[src/sle_pkg.sv]
`default_nettype none

package sle_pkg;

  // default depth of the sorted store
  localparam int unsigned CAPACITY = 64;

  // operation codes
  localparam logic [2:0] OP_INSERT = 3'd0;
  localparam logic [2:0] OP_DELETE = 3'd1;
  localparam logic [2:0] OP_START  = 3'd2;
  localparam logic [2:0] OP_BACK   = 3'd3;
  localparam logic [2:0] OP_FWD    = 3'd4;
  localparam logic [2:0] OP_READ   = 3'd5;
  localparam logic [2:0] OP_CLEAR  = 3'd6;

  // status codes
  localparam logic [1:0] ST_OK       = 2'd0;
  localparam logic [1:0] ST_FULL     = 2'd1;
  localparam logic [1:0] ST_EMPTY    = 2'd2;
  localparam logic [1:0] ST_NOTFOUND = 2'd3;

  // command transaction
  typedef struct packed {
    logic [2:0]         op;
    logic signed [31:0] value;
  } in_t;

  // result transaction
  typedef struct packed {
    logic [1:0]         status;
    logic signed [31:0] cursor_value;
    logic               cursor_valid;
    logic [6:0]         entry_count;
  } out_t;

endpackage

`default_nettype wire

[src/sle_store.sv]
`default_nettype none

module sle_store #(
  parameter int unsigned DEPTH = sle_pkg::CAPACITY,
  localparam int unsigned AW = (DEPTH > 1) ? $clog2(DEPTH) : 1
) (
  input  wire logic                 clk_i,
  input  wire logic                 we_i,
  input  wire logic [AW-1:0]        waddr_i,
  input  wire logic signed [31:0]   wdata_i,
  input  wire logic [AW-1:0]        raddr_i,
  output logic signed [31:0]        rdata_o
);

  logic signed [31:0] mem [DEPTH];
  logic signed [31:0] rdata_q;

  // one write port, one registered read port
  always_ff @(posedge clk_i) begin
    if (we_i) begin
      mem[waddr_i] <= wdata_i;
    end
    rdata_q <= mem[raddr_i];
  end

  assign rdata_o = rdata_q;

endmodule

`default_nettype wire

[src/sle_seq.sv]
`default_nettype none

module sle_seq #(
  parameter int unsigned CAPACITY = sle_pkg::CAPACITY,
  localparam int unsigned AW = (CAPACITY > 1) ? $clog2(CAPACITY) : 1,
  localparam int unsigned CW = $clog2(CAPACITY + 1)
) (
  input  wire logic               clk_i,
  input  wire logic               rst_ni,
  input  wire logic               start_i,
  input  wire sle_pkg::in_t       item_i,
  output logic                    busy_o,
  output logic                    done_o,
  output sle_pkg::out_t           result_o,
  output logic                    we_o,
  output logic [AW-1:0]           waddr_o,
  output logic signed [31:0]      wdata_o,
  output logic [AW-1:0]           raddr_o,
  input  wire logic signed [31:0] rdata_i
);

  localparam logic [2:0] S_IDLE     = 3'd0;
  localparam logic [2:0] S_SCAN_RD  = 3'd1;
  localparam logic [2:0] S_SCAN_CHK = 3'd2;
  localparam logic [2:0] S_SHIFT_RD = 3'd3;
  localparam logic [2:0] S_SHIFT_WR = 3'd4;
  localparam logic [2:0] S_PLACE    = 3'd5;
  localparam logic [2:0] S_OUT_RD   = 3'd6;
  localparam logic [2:0] S_OUT_CHK  = 3'd7;

  localparam logic [CW-1:0] CAP_C = CW'(CAPACITY);

  logic [2:0]         state_q;
  logic [2:0]         op_q;
  logic signed [31:0] val_q;
  logic               past_q;
  logic [CW-1:0]      count_q;
  logic [CW-1:0]      cur_q;
  logic [CW-1:0]      i_q;
  logic [CW-1:0]      k_q;
  logic [1:0]         status_q;
  logic               done_q;
  sle_pkg::out_t      res_q;

  logic [CW-1:0] km1;
  logic [CW-1:0] kp1;
  logic          is_ins;
  logic          val_lt;
  logic          val_eq;
  logic          hit;
  logic          cur_ok;

  assign km1    = k_q - 1'b1;
  assign kp1    = k_q + 1'b1;
  assign is_ins = (op_q == sle_pkg::OP_INSERT);
  assign cur_ok = (cur_q < count_q);

  // shared compare unit: stored word against the operand
  assign val_lt = (rdata_i < val_q);
  assign val_eq = (rdata_i == val_q);
  assign hit    = is_ins ? !val_lt : val_eq;

  // store port control
  always_comb begin
    raddr_o = cur_q[AW-1:0];
    we_o    = 1'b0;
    waddr_o = k_q[AW-1:0];
    wdata_o = rdata_i;
    unique case (state_q)
      S_SCAN_RD: begin
        raddr_o = i_q[AW-1:0];
      end
      S_SHIFT_RD: begin
        raddr_o = is_ins ? km1[AW-1:0] : kp1[AW-1:0];
      end
      S_SHIFT_WR: begin
        we_o = 1'b1;
      end
      S_PLACE: begin
        we_o    = 1'b1;
        waddr_o = i_q[AW-1:0];
        wdata_o = val_q;
      end
      default: begin
      end
    endcase
  end

  // sequencer
  always_ff @(posedge clk_i or negedge rst_ni) begin
    if (!rst_ni) begin
      state_q  <= S_IDLE;
      count_q  <= '0;
      cur_q    <= '0;
      done_q   <= 1'b0;
      op_q     <= sle_pkg::OP_READ;
      val_q    <= '0;
      past_q   <= 1'b0;
      i_q      <= '0;
      k_q      <= '0;
      status_q <= sle_pkg::ST_OK;
      res_q    <= '0;
    end else begin
      done_q <= 1'b0;
      unique case (state_q)
        S_IDLE: begin
          if (start_i) begin
            op_q     <= item_i.op;
            val_q    <= item_i.value;
            past_q   <= !cur_ok;
            i_q      <= '0;
            status_q <= sle_pkg::ST_OK;
            state_q  <= S_OUT_RD;
            unique case (item_i.op)
              sle_pkg::OP_INSERT: begin
                if (count_q >= CAP_C) begin
                  status_q <= sle_pkg::ST_FULL;
                end else begin
                  state_q <= S_SCAN_RD;
                end
              end
              sle_pkg::OP_DELETE: begin
                if (count_q == '0) begin
                  status_q <= sle_pkg::ST_EMPTY;
                end else begin
                  state_q <= S_SCAN_RD;
                end
              end
              sle_pkg::OP_START: begin
                cur_q <= '0;
              end
              sle_pkg::OP_BACK: begin
                if (cur_ok && (cur_q != '0)) begin
                  cur_q <= cur_q - 1'b1;
                end
              end
              sle_pkg::OP_FWD: begin
                if (cur_ok) begin
                  cur_q <= cur_q + 1'b1;
                end
              end
              sle_pkg::OP_CLEAR: begin
                count_q <= '0;
                cur_q   <= '0;
              end
              default: begin
              end
            endcase
          end
        end
        S_SCAN_RD: begin
          if (i_q == count_q) begin
            if (is_ins) begin
              k_q     <= count_q;
              state_q <= S_SHIFT_RD;
            end else begin
              status_q <= sle_pkg::ST_NOTFOUND;
              state_q  <= S_OUT_RD;
            end
          end else begin
            state_q <= S_SCAN_CHK;
          end
        end
        S_SCAN_CHK: begin
          if (hit) begin
            k_q     <= is_ins ? count_q : i_q;
            state_q <= S_SHIFT_RD;
          end else begin
            i_q     <= i_q + 1'b1;
            state_q <= S_SCAN_RD;
          end
        end
        S_SHIFT_RD: begin
          if (is_ins) begin
            state_q <= (k_q == i_q) ? S_PLACE : S_SHIFT_WR;
          end else if (kp1 >= count_q) begin
            // delete done: drop the count and fix the cursor
            count_q <= count_q - 1'b1;
            if (past_q) begin
              cur_q <= count_q - 1'b1;
            end else if (cur_q > i_q) begin
              cur_q <= cur_q - 1'b1;
            end
            state_q <= S_OUT_RD;
          end else begin
            state_q <= S_SHIFT_WR;
          end
        end
        S_SHIFT_WR: begin
          k_q     <= is_ins ? km1 : kp1;
          state_q <= S_SHIFT_RD;
        end
        S_PLACE: begin
          count_q <= count_q + 1'b1;
          if (past_q) begin
            cur_q <= count_q + 1'b1;
          end else if (cur_q >= i_q) begin
            cur_q <= cur_q + 1'b1;
          end
          state_q <= S_OUT_RD;
        end
        S_OUT_RD: begin
          state_q <= S_OUT_CHK;
        end
        S_OUT_CHK: begin
          res_q.status       <= status_q;
          res_q.cursor_valid <= cur_ok;
          res_q.cursor_value <= cur_ok ? rdata_i : 32'sd0;
          res_q.entry_count  <= 7'(count_q);
          done_q             <= 1'b1;
          state_q            <= S_IDLE;
        end
        default: begin
          state_q <= S_IDLE;
        end
      endcase
    end
  end

  assign busy_o   = (state_q != S_IDLE);
  assign done_o   = done_q;
  assign result_o = res_q;

endmodule

`default_nettype wire

[src/sorted_list_engine_unit.sv]
`default_nettype none

// Sorted list engine: keeps up to CAPACITY signed 32-bit values in ascending
// order, with a cursor, in a single-port-read store. A command is taken when
// start_i is high and busy_o is low; exactly one result follows, shown for one
// cycle with done_o high, and the receiver cannot stall it. All entries sit in
// one memory with one read and one write port, so the work walks that port one
// entry at a time: cursor moves, read and clear only read the cursor entry for
// the result; an insert scans for its position, shifts the later entries up
// and places the value, and a delete scans for its match and, if found, shifts
// the later entries down. The next command may be issued in the cycle the
// result is shown. The store needs no clearing after reset.
module sorted_list_engine_unit #(
  parameter int unsigned CAPACITY = sle_pkg::CAPACITY,
  localparam int unsigned AW = (CAPACITY > 1) ? $clog2(CAPACITY) : 1
) (
  input  wire logic         clk_i,
  input  wire logic         rst_ni,
  input  wire logic         start_i,
  input  wire sle_pkg::in_t item_i,
  output logic              busy_o,
  output logic              done_o,
  output sle_pkg::out_t     result_o
);

  logic               we;
  logic [AW-1:0]      waddr;
  logic signed [31:0] wdata;
  logic [AW-1:0]      raddr;
  logic signed [31:0] rdata;

  // sequencer with the shared compare unit
  sle_seq #(
    .CAPACITY(CAPACITY)
  ) u_seq (
    .clk_i   (clk_i),
    .rst_ni  (rst_ni),
    .start_i (start_i),
    .item_i  (item_i),
    .busy_o  (busy_o),
    .done_o  (done_o),
    .result_o(result_o),
    .we_o    (we),
    .waddr_o (waddr),
    .wdata_o (wdata),
    .raddr_o (raddr),
    .rdata_i (rdata)
  );

  // entry store
  sle_store #(
    .DEPTH(CAPACITY)
  ) u_store (
    .clk_i  (clk_i),
    .we_i   (we),
    .waddr_i(waddr),
    .wdata_i(wdata),
    .raddr_i(raddr),
    .rdata_o(rdata)
  );

endmodule

`default_nettype wire

[config.mk]
export PLATFORM = sky130hd
export DESIGN_NAME = sorted_list_engine_unit
export DESIGN_NICKNAME = d
export VERILOG_FILES = /design/src/sle_pkg.sv /design/src/sle_store.sv /design/src/sle_seq.sv /design/src/sorted_list_engine_unit.sv
export SDC_FILE = /design/constraint.sdc
export NUM_CORES = 2
export LEC_CHECK = 0
export BUFFER_PORTS_ARGS = -buffer_cell sky130_fd_sc_hd__buf_2
export CELL_PAD_IN_SITES_DETAIL_PLACEMENT = 1
export CELL_PAD_IN_SITES_GLOBAL_PLACEMENT = 2
export CORE_MARGIN = 3
export CORE_UTILIZATION = 44
export DETAILED_ROUTE_END_ITERATION = 6
export PLACE_DENSITY_LB_ADDON = 0.1
export SYNTH_ARGS = -nofsm -noshare
export SYNTH_HDL_FRONTEND = slang
export SYNTH_SLANG_ARGS = --single-unit
[constraint.sdc]
create_clock -name clk_i -period 5.4 [get_ports clk_i]
set_clock_uncertainty 0.15 [all_clocks]
set_input_delay 0.81 -clock clk_i [delete_from_list [all_inputs] [get_ports clk_i]]
set_output_delay 0.81 -clock clk_i [all_outputs]
set_load 0.05 [all_outputs]
==> impl_metrics.env <==
export IMPL_hpwl_mm=280
export IMPL_pwr_share_comb=0.556
export IMPL_cp_start_kind="register"
export IMPL_leakagePower_nw=45.3
export IMPL_syn_nets=11500
export IMPL_cts_made_buffers=267
export IMPL_fin_tns_setup_ns=0
export IMPL_synth_area_leaders="edfxtp_1, mux2i_1, o211ai_1"
export IMPL_via_per_inst=6.70
export IMPL_cts_max_level=5
export IMPL_synth_avg_cell_area_um2=10.7
export IMPL_relSlewSlack=-0.123
export IMPL_cap_violations=1
export IMPL_critPathCaptureType="register"
export IMPL_violations="capacitance limit, slew limit"
export IMPL_hold_viol_final=0
export IMPL_dpl_cell_count=14400
export IMPL_power_switching_mw=45.4
export IMPL_antenna_found_initial=40
export IMPL_syn_area_um2=121000
export IMPL_ant_nets=0
export IMPL_wire_per_inst_um=32.2
export IMPL_layout_drive_gt1_share=0.0914
export IMPL_status="complete, but fails checks"
export IMPL_die_h_um=531
export IMPL_p_per_area_nw_per_um2=679
export IMPL_cts_resized=0
export IMPL_fp_dieW_um=531
export IMPL_cts_tree="done"
export IMPL_finalSetupViolCount=0
export IMPL_ctsRootBufferMaster="clkbuf_16"
export IMPL_slew_violations=2
export IMPL_clk_path_buf_depth=4
export IMPL_yosys_area_top_type="edfxtp_1"
export IMPL_io_pins=82
export IMPL_die_area_um2=282000
export IMPL_clk_latency_ns=0.91
export IMPL_min_path_type="in -> reg"
export IMPL_r2r_slack_ns=0.03
export IMPL_layout_min_cycle_time_ns=5.37
export IMPL_synth_edf_count=2048
export IMPL_switching_share=0.491
export IMPL_yosys_most_used_dff="edfxtp_1"
export IMPL_syn_inst=11400
export IMPL_period_share=0.994
export IMPL_path_max_fanout=78
export IMPL_seq_area_frac_synth=0.535
export IMPL_area_growth_synth_to_final_pct=12.2
export IMPL_rows=192
export IMPL_worstMarginPinSlew_ns=1.69
export IMPL_async_reset_ff_frac=0.0511
export IMPL_drt_first_pass_iters=5
export IMPL_rsz0062_at_grt="false"
export IMPL_synth_cell_types=81
export IMPL_track_usage=0.330
export IMPL_clock_sinks=2192
export IMPL_yosysMostFrequentCell="edfxtp_1"
export IMPL_stdcell_count=14900
export IMPL_drc=0
export IMPL_cp_arrival_ns=5.94
export IMPL_fillers=28600
export IMPL_io_buffers=81
export IMPL_drt_iter0_drc=10900
export IMPL_synth_top_area_share=0.507
export IMPL_path_class="reg -> reg"
export IMPL_vias=100000
export IMPL_place_congestion=0.867
export IMPL_grt_pass1_wl_mm=699
export IMPL_nNetsFinal=11100
export IMPL_timing_fmax_mhz=186
export IMPL_synth_seq_cells=2192
export IMPL_power_internal_mw=47.1
export IMPL_grt_max_degree=211
export IMPL_yosys_warnings=0
export IMPL_clk_transition_reported_paths_ns=0.06
export IMPL_initial_utilization=0.443
export IMPL_grt_pass1_vias=104000
export IMPL_grt_overflow=0
export IMPL_required_ns=5.98
export IMPL_coreArea_um2=274000
export IMPL_drt_wl_total_mm=481
export IMPL_pwr_share_clk=0.189
export IMPL_max_vdd_ir_drop_v=0.000601
export IMPL_synth_commonest_cells="edfxtp_1, o21ai_0, nand4_1, nand3_1, o211ai_1"
export IMPL_seqPwrFrac=0.255
## what timing repair did
item / 4_1_cts / 5_1_grt
hold endpoints to repair: 97 / 0
setup buffers: 0 / 0
hold buffers: 31 / 0
## state kept, by name, summed over array words and instances (netlist names)
name             cells
u_seq.state_q        3
u_seq.cur_q          7
u_seq.result_o      42
u_seq.k_q            7
u_seq.done_o         1
u_seq.count_q        7
u_seq.past_q         1
u_store.mem       2048
u_store.rdata_o     32
u_seq.status_q       2
u_seq.i_q            7
u_seq.val_q         32
u_seq.op_q           3
## final cells by class
class	instances	area [um^2]	share of cell area
Clock buffer	360	7300	0.0536
Multi-Input combinational cell	7923	51900	0.381
Antenna cell	8	20.0	0.000147
Inverter	64	240	0.00176
Sequential cell	2192	64900	0.477
Timing Repair Buffer	580	6220	0.0456
Tap cell	3686	4610	0.0339
Clock inverter	111	886	0.00651
## cell usage in the layout, fill, tap and decap left out, types with 10 or more instances in the layout
cell type      instances
nor2_4                65
nor2_1                48
inv_1                 62
mux2i_1              776
clkbuf_1              76
clkbuf_16            276
o211ai_1            1031
xnor2_1               29
o21ai_4               33
dfxtp_1               32
nand4_1             1072
nand2_1              218
a221oi_1              10
nor3_1                23
clkinv_1              45
buf_12               158
inv_6                 12
dlygate4sd3_1         31
o21ai_0             1134
nor2b_1             1025
dfrtp_1              109
clkinv_2              32
o31ai_1               14
buf_4                309
buf_2                 80
edfxtp_1            2048
ha_1                  61
nand3_1             1053
and2_1              1028
and3_1                10
a22oi_1              134
a21oi_1               31
## cell families (layout without fill, tap and decap cells)
kind of cell,Yosys count,after routing,share of synthesized area
other,0,8,0
muxes,779,779,0.0643
DFF,2192,2192,0.535
AOI/OAI and AO/OA,2464,2464,0.128
and+or+nand+nor,4585,4585,0.219
xor gates and xnor gates,34,34,0.00245
adders and majority gates,61,61,0.00629
buffers and inverters,1269,1115,0.0449
## routing by layer
layer  share of wire  wire length [um]  up-vias  global-route usage
met3           0.078             37600      853              0.0574
met2            0.46            221000     4028               0.529
met1            0.42            202000    52500               0.445
li1                -                 -    42600                   -
met5         0.00023               113        -                   0
met4           0.041             19600       16               0.130
## critical path, cell delays in order (launching register included)
cell,delay (ns)
dfrtp_1,1.20
nand2_1,0.11
o32a_1,0.37
a41oi_4,0.24
buf_12,0.28
buf_12,0.58
mux2i_1,0.38
mux2i_1,0.19
a22oi_1,1.16
buf_4,0.29
nand4_1,0.08
## final timing paths
path	end	start	depth (start not counted)
max	u_store.rdata_o[0]	u_seq.state_q[1]	10
min	u_seq.val_q[2]	item_i[2]	3
max reg2reg	u_store.rdata_o[0]	u_seq.state_q[1]	10
min reg2reg	u_seq.result_o[4]	u_seq.result_o[4]	2
max in group asynchronous	u_seq.result_o[30]	rst_ni	3
min in group asynchronous	u_seq.val_q[30]	rst_ni	2
## through the flow
stage / cell area (um^2) / util / hold WS [ns] / worst slack [ns] / total power, mW
detailed placement: 128000 / 0.466 / 0.317 / 0.299 / 74.4
global placement: 128000 / 0.466 / 0.310 / 0.350 / 73.1
global route: 136000 / 0.497 / 0.0620 / 0.107 / 96.4
finish: 136000 / 0.497 / 0.0562 / 0.0348 / 92.5
CTS: 136000 / 0.497 / 0.00374 / 0.296 / 92.0
floorplan: 121000 / - / 0.283 / 0.782 / 53.4
## power groups by stage
stage / Sequential [mW] / Combinational (mW) / Clock [mW]
5_1_grt: 23.6 / 54.4 / 18.4
3_5_place_dp: 23.8 / 50.5 / 0
3_3_place_gp: 23.8 / 49.3 / 0
6_report: 23.6 / 51.5 / 17.5
2_1_floorplan: 24.0 / 29.4 / 0
4_1_cts: 23.5 / 50.8 / 17.8
Note: power is estimated with default switching activity, not from simulation.
